## config.mk

```make
export PLATFORM = sky130hd
export DESIGN_NAME = three_sensor_category_debouncer
export DESIGN_NICKNAME = d
export VERILOG_FILES = /design/src/rtl/core/tscd_pkg.sv /design/src/rtl/core/tscd_debounce.sv /design/src/rtl/core/three_sensor_category_debouncer.sv
export SDC_FILE = /design/constraint.sdc
export NUM_CORES = 1
export LEC_CHECK = 0
export ABC_CLOCK_PERIOD_IN_PS = 10500
export BUFFER_PORTS_ARGS = -buffer_cell sky130_fd_sc_hd__buf_2
export CORE_AREA = 8 8 207 209
export DETAILED_ROUTE_END_ITERATION = 8
export DIE_AREA = 0 0 215 217
export PLACE_DENSITY = 0.72
export SLEW_MARGIN = 20
export SYNTH_ARGS = -nofsm -noshare
export SYNTH_HDL_FRONTEND = slang
export SYNTH_SLANG_ARGS = --single-unit
```

## constraint.sdc

```tcl
create_clock -name clock -period 10.5 [get_ports clock]
set_input_delay 1.05 -clock clock [delete_from_list [all_inputs] [get_ports clock]]
set_output_delay 1.05 -clock clock [all_outputs]
set_load 0.1 [all_outputs]
```

## src/rtl/core/tscd_pkg.sv

```systemverilog
package tscd_pkg;

   typedef logic [2:0] cat_type;

   typedef struct packed {
      logic step;
      logic clear;
   } dbn_ctl_type;

   typedef enum logic [2:0] {
      CSR_TEMP_ENABLE   = 3'd0,
      CSR_LIGHT_ENABLE  = 3'd1,
      CSR_NOISE_ENABLE  = 3'd2,
      CSR_FORCE_COLD    = 3'd3,
      CSR_TEMP_CONFIRM  = 3'd4,
      CSR_NOISE_CONFIRM = 3'd5,
      CSR_LIGHT_CONFIRM = 3'd6
   } csr_index_type;

   localparam logic [2:0] LOCK_ALL   = 3'd0;
   localparam logic [2:0] LOCK_LIGHT = 3'd1;
   localparam logic [2:0] LOCK_TEMP  = 3'd2;
   localparam logic [2:0] LOCK_NOISE = 3'd3;

   localparam logic signed [11:0] TEMP_SUBST_TENTHS  = 12'sd250;
   localparam logic signed [20:0] LIGHT_SUBST_TENTHS = 21'sd2500;
   localparam logic [10:0]        NOISE_SUBST_TENTHS = 11'd550;
   localparam logic signed [11:0] COLD_TENTHS        = 12'sd100;

   localparam cat_type TEMP_RST_CAT  = 3'd3;
   localparam cat_type NOISE_RST_CAT = 3'd3;
   localparam cat_type LIGHT_RST_CAT = 3'd2;

   localparam logic [2:0] TEMP_CONFIRM_RST  = 3'd2;
   localparam logic [2:0] NOISE_CONFIRM_RST = 3'd5;
   localparam logic [2:0] LIGHT_CONFIRM_RST = 3'd2;

   // ceil(2^24 / 10); exact floor(x / 10) for every x below 2^22
   localparam logic [20:0] DIV10_MULT = 21'd1677722;

   function automatic logic [18:0] div10(input logic [21:0] x);
      logic [42:0] prod;
      prod = {21'd0, x} * {22'd0, DIV10_MULT};
      return prod[42:24];
   endfunction

   function automatic cat_type temp_cat(input logic [7:0] t);
      if (t >= 8'd31)      return 3'd1;
      else if (t >= 8'd28) return 3'd2;
      else if (t >= 8'd22) return 3'd3;
      else if (t >= 8'd16) return 3'd4;
      else                 return 3'd5;
   endfunction

   function automatic cat_type light_cat(input logic [16:0] l);
      if (l >= 17'd700)      return 3'd1;
      else if (l >= 17'd150) return 3'd2;
      else if (l >= 17'd50)  return 3'd3;
      else                   return 3'd4;
   endfunction

   function automatic cat_type noise_cat(input logic [7:0] n);
      if (n >= 8'd80)      return 3'd1;
      else if (n >= 8'd65) return 3'd2;
      else if (n >= 8'd50) return 3'd3;
      else                 return 3'd4;
   endfunction

endpackage

```

## src/rtl/core/tscd_debounce.sv

```systemverilog
module tscd_debounce (
   input  logic                  clock,
   input  logic                  reset,
   input  tscd_pkg::dbn_ctl_type ctl,
   input  tscd_pkg::cat_type     cur,
   input  logic [2:0]            need,
   input  tscd_pkg::cat_type     rst_cat,
   output tscd_pkg::cat_type     stable,
   output tscd_pkg::cat_type     stable_next,
   output logic                  hit
);
   import tscd_pkg::*;

   cat_type    stable_ff, stable_in;
   cat_type    pending_ff, pending_in;
   logic [2:0] count_ff, count_in;
   logic [2:0] count_inc;

   always_comb begin
      stable_in  = stable_ff;
      pending_in = pending_ff;
      count_in   = count_ff;
      count_inc  = count_ff + 3'd1;
      hit        = 1'b0;
      if (ctl.clear) begin
         stable_in  = rst_cat;
         pending_in = rst_cat;
         count_in   = 3'd0;
      end else if (ctl.step) begin
         if (cur == stable_ff) begin
            pending_in = stable_ff;
            count_in   = 3'd0;
         end else if (cur == pending_ff) begin
            if (count_inc >= need) begin
               stable_in = cur;
               count_in  = 3'd0;
               hit       = 1'b1;
            end else begin
               count_in = count_inc;
            end
         end else begin
            pending_in = cur;
            count_in   = 3'd1;
         end
      end
   end

   always_ff @(posedge clock) begin
      if (reset) begin
         stable_ff  <= rst_cat;
         pending_ff <= rst_cat;
         count_ff   <= 3'd0;
      end else begin
         stable_ff  <= stable_in;
         pending_ff <= pending_in;
         count_ff   <= count_in;
      end
   end

   assign stable      = stable_ff;
   assign stable_next = stable_in;

endmodule

```

## src/rtl/core/three_sensor_category_debouncer.sv

```systemverilog
// Three-sensor category debouncer.
// req_* channel: one sample tick per beat (temperature, light, noise in tenths,
// NaN flags, lock selector, restart). rsp_* channel: one result beat per tick
// with the confirmation event, drop flag, rounded values and stable categories.
// csr_* port: plain register writes, which the user makes only while no tick is
// in flight; the block does not enforce it. A tick passes the input and then
// the result register to rsp_*. Throughput: one tick per cycle unless rsp_stall
// holds a result; debouncer state and result register load in the same cycle.
// Stall: when rsp_stall holds a waiting result, the input register still takes
// one more beat; req_stall rises only when both registers are full, and it
// follows rsp_stall combinationally.
// Reset: clears both registers, loads the register defaults (all channels
// enabled, no force cold, confirm counts 2/5/2) and the debouncer state
// (temperature cool, noise normal, light bright). A restart beat does the same
// to the debouncer state only and returns a dropped result.
module three_sensor_category_debouncer (
   input  logic                     clock,
   input  logic                     reset,
   input  logic                     req_valid,
   output logic                     req_stall,
   input  logic                     req_restart,
   input  logic [2:0]               req_lock_sel,
   input  logic signed [11:0]       req_temp_tenths,
   input  logic                     req_temp_ok,
   input  logic signed [20:0]       req_light_tenths,
   input  logic                     req_light_ok,
   input  logic [10:0]              req_noise_tenths,
   output logic                     rsp_valid,
   input  logic                     rsp_stall,
   output logic                     rsp_event_res,
   output logic                     rsp_dropped,
   output logic [6:0]               rsp_temp_whole,
   output logic [15:0]              rsp_light_whole,
   output logic [7:0]               rsp_noise_whole,
   output tscd_pkg::cat_type        rsp_stable_temp_cat,
   output tscd_pkg::cat_type        rsp_stable_light_cat,
   output tscd_pkg::cat_type        rsp_stable_noise_cat,
   input  logic                     csr_we,
   input  logic [2:0]               csr_index,
   input  logic [2:0]               csr_wdata
);
   import tscd_pkg::*;

   // configuration
   logic       temp_enable_ff, light_enable_ff, noise_enable_ff, force_cold_ff;
   logic [2:0] temp_confirm_ff, noise_confirm_ff, light_confirm_ff;

   always_ff @(posedge clock) begin
      if (reset) begin
         temp_enable_ff   <= 1'b1;
         light_enable_ff  <= 1'b1;
         noise_enable_ff  <= 1'b1;
         force_cold_ff    <= 1'b0;
         temp_confirm_ff  <= TEMP_CONFIRM_RST;
         noise_confirm_ff <= NOISE_CONFIRM_RST;
         light_confirm_ff <= LIGHT_CONFIRM_RST;
      end else if (csr_we) begin
         case (csr_index_type'(csr_index))
            CSR_TEMP_ENABLE:   temp_enable_ff   <= csr_wdata[0];
            CSR_LIGHT_ENABLE:  light_enable_ff  <= csr_wdata[0];
            CSR_NOISE_ENABLE:  noise_enable_ff  <= csr_wdata[0];
            CSR_FORCE_COLD:    force_cold_ff    <= csr_wdata[0];
            CSR_TEMP_CONFIRM:  temp_confirm_ff  <= csr_wdata;
            CSR_NOISE_CONFIRM: noise_confirm_ff <= csr_wdata;
            CSR_LIGHT_CONFIRM: light_confirm_ff <= csr_wdata;
            default: ;
         endcase
      end
   end

   // input register
   logic              s1_valid_ff, s1_valid_in;
   logic              s1_restart_ff;
   logic [2:0]        s1_lock_ff;
   logic signed [11:0] s1_temp_ff;
   logic              s1_temp_ok_ff;
   logic signed [20:0] s1_light_ff;
   logic              s1_light_ok_ff;
   logic [10:0]       s1_noise_ff;

   logic rsp_valid_ff, rsp_valid_in;
   logic req_accept, adv;

   assign adv        = s1_valid_ff && (!rsp_valid_ff || !rsp_stall);
   assign req_stall  = s1_valid_ff && !adv;
   assign req_accept = req_valid && !req_stall;

   always_comb begin
      if (req_accept)  s1_valid_in = 1'b1;
      else if (adv)    s1_valid_in = 1'b0;
      else             s1_valid_in = s1_valid_ff;
      if (adv)             rsp_valid_in = 1'b1;
      else if (!rsp_stall) rsp_valid_in = 1'b0;
      else                 rsp_valid_in = rsp_valid_ff;
   end

   always_ff @(posedge clock) begin
      if (reset) begin
         s1_valid_ff  <= 1'b0;
         rsp_valid_ff <= 1'b0;
      end else begin
         s1_valid_ff  <= s1_valid_in;
         rsp_valid_ff <= rsp_valid_in;
      end
   end

   always_ff @(posedge clock) begin
      if (req_accept) begin
         s1_restart_ff  <= req_restart;
         s1_lock_ff     <= req_lock_sel;
         s1_temp_ff     <= req_temp_tenths;
         s1_temp_ok_ff  <= req_temp_ok;
         s1_light_ff    <= req_light_tenths;
         s1_light_ok_ff <= req_light_ok;
         s1_noise_ff    <= req_noise_tenths;
      end
   end

   // substitution, validity, rounding, categories
   logic signed [11:0] t_val;
   logic               t_good;
   logic signed [20:0] l_val;
   logic               l_good;
   logic [10:0]        n_val;
   logic               drop;
   logic [18:0]        tw_q, lw_q, nw_q;
   logic [7:0]         tw;
   logic [16:0]        lw;
   logic [7:0]         nw;
   logic [6:0]         tw_sat;
   logic [15:0]        lw_sat;
   cat_type            tc, lc, nc;
   logic               mon_light, mon_temp, mon_noise;

   always_comb begin
      t_val  = s1_temp_ff;
      t_good = s1_temp_ok_ff;
      if (!temp_enable_ff) begin
         t_val  = TEMP_SUBST_TENTHS;
         t_good = 1'b1;
      end
      if (force_cold_ff) begin
         t_val  = COLD_TENTHS;
         t_good = 1'b1;
      end
      l_val  = light_enable_ff ? s1_light_ff : LIGHT_SUBST_TENTHS;
      l_good = light_enable_ff ? s1_light_ok_ff : 1'b1;
      n_val  = noise_enable_ff ? s1_noise_ff : NOISE_SUBST_TENTHS;

      drop = !t_good || t_val[11] || (t_val == 12'sd0) || !l_good || l_val[20];

      // values are non-negative here whenever the tick is kept
      tw_q = div10({10'd0, t_val[11:0]} + 22'd5);
      lw_q = div10({1'b0, l_val[20:0]} + 22'd5);
      nw_q = div10({11'd0, n_val} + 22'd5);
      tw   = tw_q[7:0];
      lw   = lw_q[16:0];
      nw   = nw_q[7:0];

      tw_sat = (tw > 8'd127) ? 7'd127 : tw[6:0];
      lw_sat = lw[16] ? 16'hFFFF : lw[15:0];

      tc = temp_cat(tw);
      lc = light_cat(lw);
      nc = noise_cat(nw);

      mon_light = (s1_lock_ff == LOCK_ALL) || (s1_lock_ff == LOCK_LIGHT);
      mon_temp  = (s1_lock_ff == LOCK_ALL) || (s1_lock_ff == LOCK_TEMP);
      mon_noise = (s1_lock_ff == LOCK_ALL) || (s1_lock_ff == LOCK_NOISE);
   end

   dbn_ctl_type ctl_temp, ctl_light, ctl_noise;
   logic        work;

   assign work = adv && !s1_restart_ff && !drop;

   always_comb begin
      ctl_temp.clear  = adv && s1_restart_ff;
      ctl_light.clear = adv && s1_restart_ff;
      ctl_noise.clear = adv && s1_restart_ff;
      ctl_temp.step   = work && mon_temp;
      ctl_light.step  = work && mon_light;
      ctl_noise.step  = work && mon_noise;
   end

   cat_type temp_stable, light_stable, noise_stable;
   cat_type temp_next, light_next, noise_next;
   logic    temp_hit, light_hit, noise_hit;

   tscd_debounce u_temp (
      .clock       (clock),
      .reset       (reset),
      .ctl         (ctl_temp),
      .cur         (tc),
      .need        (temp_confirm_ff),
      .rst_cat     (TEMP_RST_CAT),
      .stable      (temp_stable),
      .stable_next (temp_next),
      .hit         (temp_hit)
   );

   tscd_debounce u_light (
      .clock       (clock),
      .reset       (reset),
      .ctl         (ctl_light),
      .cur         (lc),
      .need        (light_confirm_ff),
      .rst_cat     (LIGHT_RST_CAT),
      .stable      (light_stable),
      .stable_next (light_next),
      .hit         (light_hit)
   );

   tscd_debounce u_noise (
      .clock       (clock),
      .reset       (reset),
      .ctl         (ctl_noise),
      .cur         (nc),
      .need        (noise_confirm_ff),
      .rst_cat     (NOISE_RST_CAT),
      .stable      (noise_stable),
      .stable_next (noise_next),
      .hit         (noise_hit)
   );

   // result register
   logic       event_ff, dropped_ff;
   logic [6:0] temp_whole_ff;
   logic [15:0] light_whole_ff;
   logic [7:0] noise_whole_ff;
   cat_type    temp_cat_ff, light_cat_ff, noise_cat_ff;
   logic       kill;

   assign kill = s1_restart_ff || drop;

   always_ff @(posedge clock) begin
      if (adv) begin
         event_ff       <= temp_hit || light_hit || noise_hit;
         dropped_ff     <= kill;
         temp_whole_ff  <= kill ? 7'd0 : tw_sat;
         light_whole_ff <= kill ? 16'd0 : lw_sat;
         noise_whole_ff <= kill ? 8'd0 : nw;
         temp_cat_ff    <= temp_next;
         light_cat_ff   <= light_next;
         noise_cat_ff   <= noise_next;
      end
   end

   assign rsp_valid            = rsp_valid_ff;
   assign rsp_event_res        = event_ff;
   assign rsp_dropped          = dropped_ff;
   assign rsp_temp_whole       = temp_whole_ff;
   assign rsp_light_whole      = light_whole_ff;
   assign rsp_noise_whole      = noise_whole_ff;
   assign rsp_stable_temp_cat  = temp_cat_ff;
   assign rsp_stable_light_cat = light_cat_ff;
   assign rsp_stable_noise_cat = noise_cat_ff;

`ifndef SYNTH
   a_restart_clears: assert property (@(posedge clock) disable iff (reset)
      (adv && s1_restart_ff) |=> (rsp_dropped && !rsp_event_res &&
         rsp_stable_temp_cat == TEMP_RST_CAT && rsp_stable_light_cat == LIGHT_RST_CAT &&
         rsp_stable_noise_cat == NOISE_RST_CAT))
      else $error("restart beat did not clear debouncer state");

   a_event_not_dropped: assert property (@(posedge clock) disable iff (reset)
      (rsp_valid && rsp_event_res) |-> !rsp_dropped)
      else $error("event raised on a dropped beat");

   a_dropped_zero: assert property (@(posedge clock) disable iff (reset)
      (rsp_valid && rsp_dropped) |->
         (rsp_temp_whole == 7'd0 && rsp_light_whole == 16'd0 && rsp_noise_whole == 8'd0))
      else $error("dropped beat carries nonzero values");

   a_state_holds: assert property (@(posedge clock) disable iff (reset)
      !adv |=> ($stable(temp_stable) && $stable(light_stable) && $stable(noise_stable)))
      else $error("stable category changed without a beat");
`endif

endmodule

```

; ---- Word-level counts from Yosys, hierarchy flattened
; Index checks and enable logic that the tools add are counted.
[word_totals]
regBits = 134
inputBits = 61
out_inout_bits = 44
word_cells = 186
[classes]
add_sub_neg = 6
mul = 3
magnitude_cmp = 14
eq_ne = 19
n_mux = 68
reduce_logical = 43
[ops]
columns = op, count
row1 = two-way mux 3 bit, 39
row2 = multiplier 22 x 20 -> 40 bit (second input constant), 1
row3 = >= comparator 8 x 5 -> 1 bit (second input constant), 4
row4 = multiplier 12 x 20 -> 31 bit (second input constant), 1
row5 = multiplier 13 x 20 -> 31 bit (second input constant), 1
row6 = two-way mux 12 bit, 2
row7 = two-way mux 1 bit, 23
row8 = adder 21 x 3 -> 22 bit (second input constant), 1
row9 = two-way mux 21 bit, 1
row10 = AND reduction 2 bit, 10
row11 = == test 3 bit, 6
row12 = >= comparator 17 x 10 -> 1 bit (second input constant), 1
row13 = >= comparator 17 x 6 -> 1 bit (second input constant), 1
row14 = >= comparator 17 x 8 -> 1 bit (second input constant), 1
row15 = >= comparator 8 x 7 -> 1 bit (second input constant), 2
row16 = two-way mux 16 bit, 1
row17 = adder 12 x 3 -> 13 bit (second input constant), 1
row18 = adder 11 x 3 -> 12 bit (second input constant), 1
row19 = == test 3 x 2 -> 1 bit (second input constant), 4
row20 = zero test 12 bit, 1
row21 = logical OR 1 bit, 11
row22 = two-way mux 11 bit, 1
row23 = adder 3 x 1 -> 3 bit (second input constant), 3
row24 = == test 3 bit (second input constant), 3
row25 = 11 further kinds, 33

; ---- Longest topological paths before layout
; Gate-level depths: netlist (run 1).
[depth]
ltp_word = 16
mapped_depth = 40
ltp_nobuf = 36

; ---- By module
; From an unflattened synthesis (run 1), not the netlist that was laid out.
[unflattened]
hier_cells = 2161
area_unflattened_um2 = 20728.6
[by_module_without_submodules]
columns = module, n_inst, cells_each, area_each_um2, seq_area_each_um2
row1 = three_sensor_category_debouncer, 1, 1912, 18776.8, 3062.9
row2 = tscd_debounce, 3, 83, 650.6, 210.2

; ---- Worst setup path before layout (run 1)
; OpenSTA, ideal clock, no wires.
[synth_path]
kind = register to register
from = register s1_light_ff[0]
to = register light_cat_ff[1] (netlist: rsp_stable_light_cat[1]) (data pin)
setup_time_ns = 0.270
arrival_time_ns = 9.159
t_required_ns = 10.230
slack_ns = 1.071
path_stages_with_launch = 37
path_buffers = 2
synth_period_minus_slack_ns = 9.429
path_cell_list = edfxtp_1 -> a21oi_1 -> nor2b_1 -> and4_1 -> and2_1 -> and3_1 -> clkbuf_1 -> and4_1 -> clkbuf_1 -> and4_1 -> and3_1 -> nand4_1 -> xor2_1 -> ha_1 -> fa_1 -> ha_1 -> inv_1 -> fa_1 -> inv_1 -> fa_1 -> fa_1 -> inv_1 -> fa_1 -> inv_1 -> ha_1 -> nand4_1 -> o221ai_1 -> a21oi_1 -> o21ai_1 -> o21a_1 -> or3_4 -> a2111oi_4 -> nand2_2 -> or4_4 -> a32o_2 -> o21ai_0 -> nand3_1
[synth_between]
elab_chain_len = 12
elab_cells_between_ends = 16
classes_between = 1 x add/sub / 1 x mul / 3 x order compare / 2 x eq/ne / 9 x mux
[synth_lines]
columns = item, line
row1 = "start, declared", three_sensor_category_debouncer.sv:77  ; logic signed [20:0] s1_light_ff;
row2 = "start signal, assigned", three_sensor_category_debouncer.sv:113  ; s1_light_ff <= req_light_tenths;
row3 = two-way mux 21 bit *, three_sensor_category_debouncer.sv:146  ; l_val = light_enable_ff ? s1_light_ff : LIGHT_SUBST_TENTHS;
row4 = adder 21 x 3 -> 22 bit *, three_sensor_category_debouncer.sv:154  ; lw_q = div10({1'b0, l_val[20:0]} + 22'd5);
row5 = multiplier 22 x 20 -> 40 bit *, tscd_pkg.sv:43  ; prod = {21'd0, x} * {22'd0, DIV10_MULT};
row6 = >= comparator 17 x 6 -> 1 bit, tscd_pkg.sv:58  ; else if (l >= 17'd50) return 3'd3;
row7 = two-way mux 3 bit, tscd_pkg.sv:58
row8 = two-way mux 3 bit, tscd_pkg.sv:57  ; else if (l >= 17'd150) return 3'd2;
row9 = two-way mux 3 bit *, tscd_pkg.sv:56  ; if (l >= 17'd700) return 3'd1;
row10 = == test 3 bit / two-way mux 3 bit (equally long branches), "tscd_debounce.sv:33, tscd_debounce.sv:34"
row11 = two-way mux 3 bit, tscd_debounce.sv:33  ; end else if (cur == pending_ff) begin
row12 = two-way mux 3 bit *, tscd_debounce.sv:30  ; if (cur == stable_ff) begin
row13 = two-way mux 3 bit *, tscd_debounce.sv:29  ; end else if (ctl.step) begin
row14 = two-way mux 3 bit *, tscd_debounce.sv:25  ; if (ctl.clear) begin
row15 = net light_next[1], three_sensor_category_debouncer.sv:187  ; cat_type temp_next, light_next, noise_next;
row16 = "end signal, assigned", three_sensor_category_debouncer.sv:244  ; light_cat_ff <= light_next;
row17 = "end, declared", three_sensor_category_debouncer.sv:231  ; cat_type temp_cat_ff, light_cat_ff, noise_cat_ff;
; The timed path passes the listed nets; every way through them passes the cells marked *.
; A chain may end at the register's enable or synchronous reset.

; ---- Final worst setup path (run 1)
[layout_path]
from = register s1_light_ff[0]
to = register light_cat_ff[0] (netlist: rsp_stable_light_cat[0]) (data pin)
; Same word-level chain as after synthesis.

==> flow_summary.toml, run 1 <==
[timing]
setup_violations = 0
hold_violations = 0
max_freq_ghz = 0.100
slew_viol_final = 0
worst_pin_slew_ns = 0.998
rsz0062_at_grt = "no"
max_slew_margin = 0.335
fin_crit_sh = 0.950
fin_worst_skew_ns = 0.0155
period_minus_slack_ns = 9.98
setup_tns_ns = 0

[grt]
grt_pass1_wl_um = 93600
grt_max_degree = 49
grtUsageTotal = 0.250
antenna_found_initial = 0
grt-ovfl-total = 0
grt_pass1_vias = 18200

[worst_setup_path]
crit_path_start_kind = "register"
cp_max_fo = 8
crit_type = "reg2reg"
cp_data_arrival_time_ns = 10.18
crit_path_frequent_cell = "fa_1"
crit_required_ns = 10.70
critPathSlowestCell = "fa_1"
end_kind = "register"
path_delay_family = "adder cells"
critPathBufInv = 5
critical-path-max-stage-delay_ns = 0.55

[route]
antenna_left = 0
drt_wl_total_um = 56700
avgViaCountPerCell = 5.77
first_pass_iters = 6
avgRoutedWirePerCell_um = 19.4
vias = 16900
drc = 0
drt_iter0_markers = 1088

[min_path]
hp-class = "reg2reg"

[final_layout]
finalNonFillerCells = 2923
fin_util = 0.587
diodes = 0
syn2layout_area_growth_pct = 7.70
drive_gt1_frac = 0.0867
fillCellCount = 3503
multi_input_area_um2 = 16100
seqCellArea_um2 = 3600
nets = 3052

[logic_synthesis]
synthDistinctLibCells = 104
synthArstFlopShare = 0
synth_area_leaders = "fa_1 (22%), ha_1 (22%), edfxtp_1 (13%)"
synth.avg_cell_area_um2 = 9.38
ys_ff_latch = 134
synth_fp_nets = 2959
synth_warnings = 0
yosysTopAreaCell = "fa_1"
synth_edf_count = 92
synth_most_common_cell = "inv_1"
ys_seq_area_frac = 0.168
syn-instance-count = 2292
synth_area_um2 = 21500
synth_top_area_frac = 0.218
synth_common_cells = "inv_1 (439), ha_1 (372), fa_1 (234)"
ys.flop_type = "edfxtp_1"

[clock_network]
clock_path_buffers = 2
htree_levels = 4
root_buffer = "clkbuf_16"
postCtsSetupRepairBufs = 0
holdBufCountCts = 0
cts_tree = "done"
clock_latency_ns = 0.47
clkTransAtPathRegs_ns = 0.07
cts_made_buffers = 17
cts.sinks = 134

[floorplan]
core_um2 = 39500
dieHeight_um = 217
ioPinCount = 105
die_area_um2 = 46700
die_w_um = 215
num_rows = 73
start_util = 0.545

[placed_design]
dp_hpwl_um = 48400
port_buffers = 104
place_congestion = 0.969
dp.cells = 2891

[outcome]
status = "complete, no violations"

[run]
drv_cap = 0
==> cell type report <==
| class | count | share of cell area |
|---|---|---|
| inverter | 439 | 0.0712 |
| multi-input combinational | 1675 | 0.693 |
| clock inverter | 13 | 0.00567 |
| timing repair buffer | 118 | 0.0270 |
| tap | 525 | 0.0284 |
| sequential | 134 | 0.156 |
| clock buffer | 19 | 0.0191 |
==> placed cells by master (no fill, tap or decap), types with 8 or more instances in the layout <==
cell and n:
and3_1 15, nor2b_1 10, o21ai_1 11, a21o_1 37, a211o_1 8, xnor2_1 60
a21oi_1 131, a21boi_0 8, buf_2 104, and4_1 13, nand2b_1 19, nand4_1 31
ha_1 371, o2111ai_1 8, fa_1 234, nand3_1 42, nand2_1 141, nor4_1 8
edfxtp_1 92, inv_1 438, a211oi_1 12, nor3b_1 8, o21a_1 15, nor2_1 111
buf_4 14, nor3_1 29, or2_2 13, xor2_1 53, clkbuf_16 17, o211ai_1 25
and2_1 26, or3_1 12, mux2i_1 19, o21ai_0 57, dfxtp_1 42
==> final timing paths <==
kind	from	endpoint	slack, ns	cells past startpoint
worst max-delay path	s1_light_ff[0]$_DFFE_PP_	rsp_stable_light_cat[0]$_DFFE_PP_	0.52	36
worst min-delay path	u_noise.count_ff[1]$_SDFFE_PP0P_	u_noise.count_ff[1]$_SDFFE_PP0P_	0.46	2
worst max register to register	s1_light_ff[0]$_DFFE_PP_	rsp_stable_light_cat[0]$_DFFE_PP_	0.52	36
worst min register to register	u_noise.count_ff[1]$_SDFFE_PP0P_	u_noise.count_ff[1]$_SDFFE_PP0P_	0.46	2
==> worst reg2reg max path, delay by kind of cell, from the launching register on <==
family	cells	cell delay, ns
flops	1	0.47
simple gates	15	3.38
buf+inv	5	0.37
compound gates	7	1.68
xor+xnor	1	0.23
fa+ha+maj	8	3.60
==> metal layers <==
metal / vias to the layer above / wire length (µm) / track usage
li1: 7988 / - / -
met1: 8220 / 24500 / 0.310
met2: 500 / 26800 / 0.420
met3: 144 / 2780 / 0.0427
met4: 0 / 2590 / 0.121
met5: - / 0 / 0
==> through the flow <==
| stage | area [µm²] | worst slack (ns) | hold WS (ns) |
|---|---|---|---|
| floorplan | 21500 | 1.07 | 0.433 |
| global placement | 22600 | 0.546 | 0.444 |
| detailed placement | 22600 | 0.448 | 0.461 |
| CTS | 23100 | 0.312 | 0.470 |
| global route | 23200 | 0.0237 | 0.491 |
| finish | 23200 | 0.522 | 0.463 |
==> cell families (layout without fill, tap and decap cells) <==
kind of cell               Yosys count  after routing  share of synthesized area
adders and majority gates          606            606                      0.434
buffers and inverters              483            589                     0.0875
AOI/OAI and AO/OA                  410            410                      0.129
muxes                               19             19                    0.00884
xor gates and xnor gates           113            113                     0.0460
and+or+nand+nor                    527            527                      0.127
DFF                                134            134                      0.168
==> repair_timing <==
action	CTS	global route
gates resized for setup	0	10
hold endpoints to repair	0	0
endpoints found under the setup margin	0	11
==> sequential cells by signal, indices dropped and copies added (netlist names), 7 cells and up <==
signal	flops
rsp_light_whole	16
s1_light_ff	21
s1_noise_ff	11
s1_temp_ff	12
rsp_temp_whole	7
rsp_noise_whole	8
Power of run 1 is not shown: default switching activity piles up to over one toggle a cycle in this logic, so the estimate is an artifact.
==> run 2, diff against run 1 <==
--- a/config.mk
+++ b/config.mk
@@ -6,7 +6,7 @@
 export NUM_CORES = 1
 export LEC_CHECK = 0
 export ABC_CLOCK_PERIOD_IN_PS = 10500
-export BUFFER_PORTS_ARGS = -buffer_cell sky130_fd_sc_hd__buf_2
+export BUFFER_PORTS_ARGS = -buffer_cell sky130_fd_sc_hd__buf_4
 export CORE_AREA = 8 8 207 209
 export DETAILED_ROUTE_END_ITERATION = 8
 export DIE_AREA = 0 0 215 217
==> run 2 against run 1 <==
Against the previous run: wire length shrank 1.5%; via count is 1.4% lower; global-route usage decreased by 0.36 points; register-to-register slack gained 0.03 ns; clock skew rose by 0.0034 ns; fmax is 0.27% higher.
==> flow_summary.toml, run 2 (synthesized netlist as in run 1, its figures left out) <==
[route]
drt_wl_total_um = 55800
vias = 16600
first_pass_iters = 5
avgViaCountPerCell = 5.68
drt_iter0_markers = 927
antenna_left = 0
drc = 0
avgRoutedWirePerCell_um = 19.1

[floorplan]
die_w_um = 215
die_area_um2 = 46700
ioPinCount = 105
core_um2 = 39500
num_rows = 73
start_util = 0.545
dieHeight_um = 217

[placed_design]
placed_area_um2 = 22800
place_congestion = 0.940
dp_hpwl_um = 48000
port_buffers = 104

[timing]
fin_worst_skew_ns = 0.0189
max_freq_ghz = 0.100
worst_pin_slew_ns = 0.991
fin_crit_sh = 0.948
max_slew_margin = 0.339
setup_violations = 0
period_minus_slack_ns = 9.95
slew_viol_final = 0
hold_violations = 0

[clock_network]
clkTransAtPathRegs_ns = 0.07
cts_tree = "done"
htree_levels = 4
root_buffer = "clkbuf_16"
holdBufCountCts = 0
clock_latency_ns = 0.47
clock_path_buffers = 2
cts_made_buffers = 17
cts.sinks = 134

[final_layout]
layout_common_cells = "inv_1 (438), ha_1 (372), fa_1 (234), nand2_1 (141), a21oi_1 (130)"
drive_gt1_frac = 0.0888
layout_commonest_cell = "inv_1"
syn2layout_area_growth_pct = 9.16
top_register = "s1_light_ff"
diodes = 0
nets = 3053
largest_reg_flops = 21
finalInstanceArea_um2 = 23500
fillCellCount = 3529

[worst_setup_path]
critical-path-max-stage-delay_ns = 0.55
crit_required_ns = 10.70
crit_path_start_kind = "register"
critPathSlowestCell = "fa_1"
cp_max_fo = 8
crit_type = "reg2reg"
crit_path_frequent_cell = "fa_1"
end_kind = "register"
cp_data_arrival_time_ns = 10.15

[run]
drv_cap = 0

[grt]
grt_pass1_wl_um = 92200
grt-ovfl-total = 0
grt_pass1_vias = 17700
antenna_found_initial = 0
grt_max_degree = 49
grtUsageTotal = 0.246

[min_path]
hp-class = "reg2reg"

[outcome]
status = "complete, no violations"
[run 2: worst max-delay path: cells and delay by family, from the launching register on]
family          cells  cell delay, ns
fa+ha+maj           8            3.64
simple gates       12            3.13
compound gates      9            1.99
flops               1            0.47
xor+xnor            1            0.24
buf+inv             4            0.19
[run 2: stage by stage]
step | hold WS [ns] | setup WS [ns] | util | cells | TNS (ns)
after floorplan | 0.433 | 1.07 | - | 2292 | 0
after global placement | 0.447 | 0.549 | 0.578 | 2890 | 0
after detailed placement | 0.460 | 0.369 | 0.578 | 2890 | 0
after CTS | 0.474 | 0.280 | 0.593 | 2922 | 0
after global routing | 0.494 | -0.0365 | 0.595 | 2924 | -0.0365
final | 0.472 | 0.548 | 0.595 | 2924 | 0
[run 2: layout make-up]
type,instances,area [µm²],area share
inverter,439,1650,0.0702
clock buffer,19,453,0.0193
clock inverter,13,128,0.00544
sequential,134,3600,0.154
multi-input combinational,1675,16100,0.686
tap,525,657,0.0280
timing repair buffer,119,893,0.0381
[run 2: final timing paths]
check,startpoint,end,slack (ns),cells after the start
max,s1_light_ff[0]$_DFFE_PP_,rsp_stable_light_cat[2]$_DFFE_PP_,0.55,34
min,u_temp.count_ff[1]$_SDFFE_PP0P_,u_temp.count_ff[1]$_SDFFE_PP0P_,0.47,2
max reg2reg,s1_light_ff[0]$_DFFE_PP_,rsp_stable_light_cat[2]$_DFFE_PP_,0.55,34
min reg2reg,u_temp.count_ff[1]$_SDFFE_PP0P_,u_temp.count_ff[1]$_SDFFE_PP0P_,0.47,2
[run 2: repair_timing]
item | 4_1_cts | 5_1_grt
gates resized for setup | 0 | 16
buffers inserted | 0 | 2
endpoints found under the setup margin | 0 | 11
[run 2: routing by layer]
layer / GRT usage / share of wire / up-vias
met4: 0.0726 / 0.026 / 0
li1: - / - / 7999
met3: 0.0370 / 0.049 / 76
met2: 0.431 / 0.50 / 425
met5: 0 / 0 / -
met1: 0.312 / 0.43 / 8119
Power of run 2 is left out for the same reason.
==> run 3, diff against run 2 <==
--- a/config.mk
+++ b/config.mk
@@ -10,6 +10,7 @@
 export CORE_AREA = 8 8 207 209
 export DETAILED_ROUTE_END_ITERATION = 8
 export DIE_AREA = 0 0 215 217
+export MAX_ROUTING_LAYER = met4
 export PLACE_DENSITY = 0.72
 export SLEW_MARGIN = 20
 export SYNTH_ARGS = -nofsm -noshare
==> run 3 against run 2 <==
Against the previous run: the flow now stops in 5_2_route; synthesized area is the same; global-route usage grew 0.88 points; synthesized cell count is the same.
==> flow_summary.toml, run 3 <==
[outcome]
status = "did not finish"
failing_step = "5_2_route"
toolErrorMsg = "[ERROR DRT-0255] Maze Route cannot find path of net clock in worker of routeBox ( 193200 0 ) ( 215000 48300 )."

[timing]
grt-worst-endpoint = "u_light.count_ff[1]$_SDFFE_PP0P_/D"
worstEpCategory = "sequential cell input"

[logic_synthesis]
yosysTopAreaCell = "fa_1"
ys.flop_type = "edfxtp_1"
synth_top_area_frac = 0.218
synth_edf_count = 92
synth.avg_cell_area_um2 = 9.38
synth_fp_nets = 2959
synth_area_leaders = "fa_1 (22%), ha_1 (22%), edfxtp_1 (13%)"
ys_seq_area_frac = 0.168
synth_common_cells = "inv_1 (439), ha_1 (372), fa_1 (234)"
ys_ff_latch = 134
synth_most_common_cell = "inv_1"
synthDistinctLibCells = 104
syn-instance-count = 2292
synthArstFlopShare = 0
synth_area_um2 = 21500
synth_warnings = 0

[placed_design]
dp_hpwl_um = 48500
place_congestion = 0.979
port_buffers = 104

[grt]
grt_pass1_vias = 17700
grt_max_degree = 49
grt-ovfl-total = 0
antenna_found_initial = 0
grt_pass1_wl_um = 92700
grtUsageTotal = 0.255

[floorplan]
die_w_um = 215
start_util = 0.545
ioPinCount = 105
num_rows = 73
dieHeight_um = 217

[clock_network]
htree_levels = 4
cts_made_buffers = 17
clock_path_buffers = 2
cts.sinks = 134
root_buffer = "clkbuf_16"
==> run 3: cell counts after synthesis <==
No cell type changed its count.
==> run 3: routing by layer <==
metal	track usage
met4	0.0824
met1	0.313
met2	0.432
met3	0.0356
met5	-
==> run 3: cells by family after synthesis <==
kind of cell / share of synthesized area
compound gates: 0.129
xor+xnor: 0.0460
fa+ha+maj: 0.434
buf+inv: 0.0875
flops: 0.168
mux: 0.00884
simple gates: 0.127
==> run 3: repair_timing <==
action                     in CTS  in global routing
hold buffers                    0                  0
buffers inserted                0                  2
setup endpoints to repair       0                 11
gates resized for setup         0                 16
==> run 3: through the flow <==
stage | setup slack, ns | utilization | hold WS, ns | cells | cell area (µm²)
after global routing | 0.00559 | 0.595 | 0.488 | 2926 | 23500
after CTS | 0.280 | 0.593 | 0.473 | 2924 | 23400
after detailed placement | 0.400 | 0.579 | 0.464 | 2892 | 22800
after global placement | 0.582 | 0.579 | 0.447 | 2892 | 22800
after floorplan | 1.07 | - | 0.433 | 2292 | 21500
==> run 4, diff against run 3 <==
--- a/config.mk
+++ b/config.mk
@@ -7,11 +7,10 @@
 export LEC_CHECK = 0
 export ABC_CLOCK_PERIOD_IN_PS = 10500
 export BUFFER_PORTS_ARGS = -buffer_cell sky130_fd_sc_hd__buf_4
-export CORE_AREA = 8 8 207 209
+export CORE_AREA = 8 8 241 243
 export DETAILED_ROUTE_END_ITERATION = 8
-export DIE_AREA = 0 0 215 217
-export MAX_ROUTING_LAYER = met4
-export PLACE_DENSITY = 0.72
+export DIE_AREA = 0 0 249 251
+export PLACE_DENSITY_LB_ADDON = 0.15
 export SLEW_MARGIN = 20
 export SYNTH_ARGS = -nofsm -noshare
 export SYNTH_HDL_FRONTEND = slang
==> run 4 against run 3 <==
Against the previous run: the run now ends clean; global-route usage shrank 6.3 points.
==> flow_summary.toml, run 4 (synthesized netlist as in run 1, its figures left out) <==
[outcome]
status = "complete, no violations"

[timing]
period_minus_slack_ns = 9.91
rsz0062_at_grt = "no"
max_freq_ghz = 0.101
hold_violations = 0
setup_violations = 0
max_slew_margin = 0.365
fin_worst_skew_ns = 0.0172
setup_tns_ns = 0
worst_pin_slew_ns = 0.929
slew_viol_final = 0
fin_crit_sh = 0.944

[final_layout]
syn2layout_area_growth_pct = 10.2
largest_reg_flops = 21
top_register = "s1_light_ff"
diodes = 0
fillCellCount = 5361
finalNonFillerCells = 3107
layout_common_cells = "inv_1 (438), ha_1 (371), fa_1 (234), nand2_1 (141), a21oi_1 (130)"
nets = 3057
drive_gt1_frac = 0.0907
layout_commonest_cell = "inv_1"

[grt]
antenna_found_initial = 0
grt_max_degree = 49
grt_pass1_wl_um = 95200
grt_pass1_vias = 17600
grtUsageTotal = 0.192
grt-ovfl-total = 0

[min_path]
hp-class = "reg2reg"
min_path_cells = 2

[worst_setup_path]
crit_type = "reg2reg"
ff2ff_path_depth = 33
crit_path_frequent_cell = "fa_1"
cp_data_arrival_time_ns = 10.12
crit_path_start_kind = "register"
cp_max_fo = 8
critical-path-max-stage-delay_ns = 0.58
critPathSlowestCell = "fa_1"
end_kind = "register"
crit_required_ns = 10.70

[floorplan]
die_w_um = 249
start_util = 0.396
dieHeight_um = 251
ioPinCount = 105
die_area_um2 = 62500
core_um2 = 54300
num_rows = 86

[clock_network]
root_buffer = "clkbuf_16"
cts.sinks = 134
htree_levels = 4
clock_path_buffers = 2
holdBufCountCts = 0
clkTransAtPathRegs_ns = 0.07
clock_latency_ns = 0.48
cts_made_buffers = 17
cts_tree = "done"

[route]
avgViaCountPerCell = 5.27
drc = 0
avgRoutedWirePerCell_um = 18.8
drt_iter0_markers = 784
antenna_left = 0
vias = 16400
first_pass_iters = 6
drt_wl_total_um = 58300

[placed_design]
port_buffers = 104
dp.cells = 3071
dp_hpwl_um = 50500
place_congestion = 0.933

[run]
drv_cap = 0
[run 4: critical path: cells and delay by family, from the launching register on]
family	cells	cell delay, ns
buffers and inverters	4	0.22
XOR/XNOR	1	0.19
flip-flops	1	0.44
AND/OR/NAND/NOR	10	2.78
adder cells (fa/ha/maj)	8	3.61
AO/OA/AOI/OAI	10	2.41
[run 4: layout make-up]
class	count	area, µm²	area share
inverters	439	1650	0.0695
repair buffers	123	923	0.0390
well taps	704	881	0.0372
clock inverters	14	131	0.00554
multi-input cells	1675	16100	0.678
clock buffers	18	439	0.0185
flip-flops and latches	134	3600	0.152
[run 4: what timing repair did]
action,in CTS,in global routing
setup buffers,0,4
endpoints found under the setup margin,0,11
gates resized for setup,0,15
[run 4: metal layers]
metal  track usage  vias up  part of all wire
met5             0        -                 0
met4        0.0591        0             0.025
met3        0.0323       64             0.036
met2         0.337      286              0.49
met1         0.240     8012              0.45
li1              -     7997                 -
[run 4: through the flow]
step,worst slack (ns),hold WS (ns),area [µm²],util
2_1_floorplan,1.07,0.433,21500,-
3_3_place_gp,0.492,0.445,23100,0.424
3_5_place_dp,0.327,0.453,23100,0.424
4_1_cts,0.283,0.464,23600,0.435
5_1_grt,0.0462,0.473,23700,0.436
6_report,0.587,0.468,23700,0.436
[run 4: final timing paths]
check / from / slack (ns) / endpoint
max: s1_light_ff[0]$_DFFE_PP_ / 0.59 / rsp_stable_light_cat[2]$_DFFE_PP_
min: u_light.count_ff[1]$_SDFFE_PP0P_ / 0.47 / u_light.count_ff[1]$_SDFFE_PP0P_
max reg2reg: s1_light_ff[0]$_DFFE_PP_ / 0.59 / rsp_stable_light_cat[2]$_DFFE_PP_
min reg2reg: u_light.count_ff[1]$_SDFFE_PP0P_ / 0.47 / u_light.count_ff[1]$_SDFFE_PP0P_
Power of run 4 is left out for the same reason.
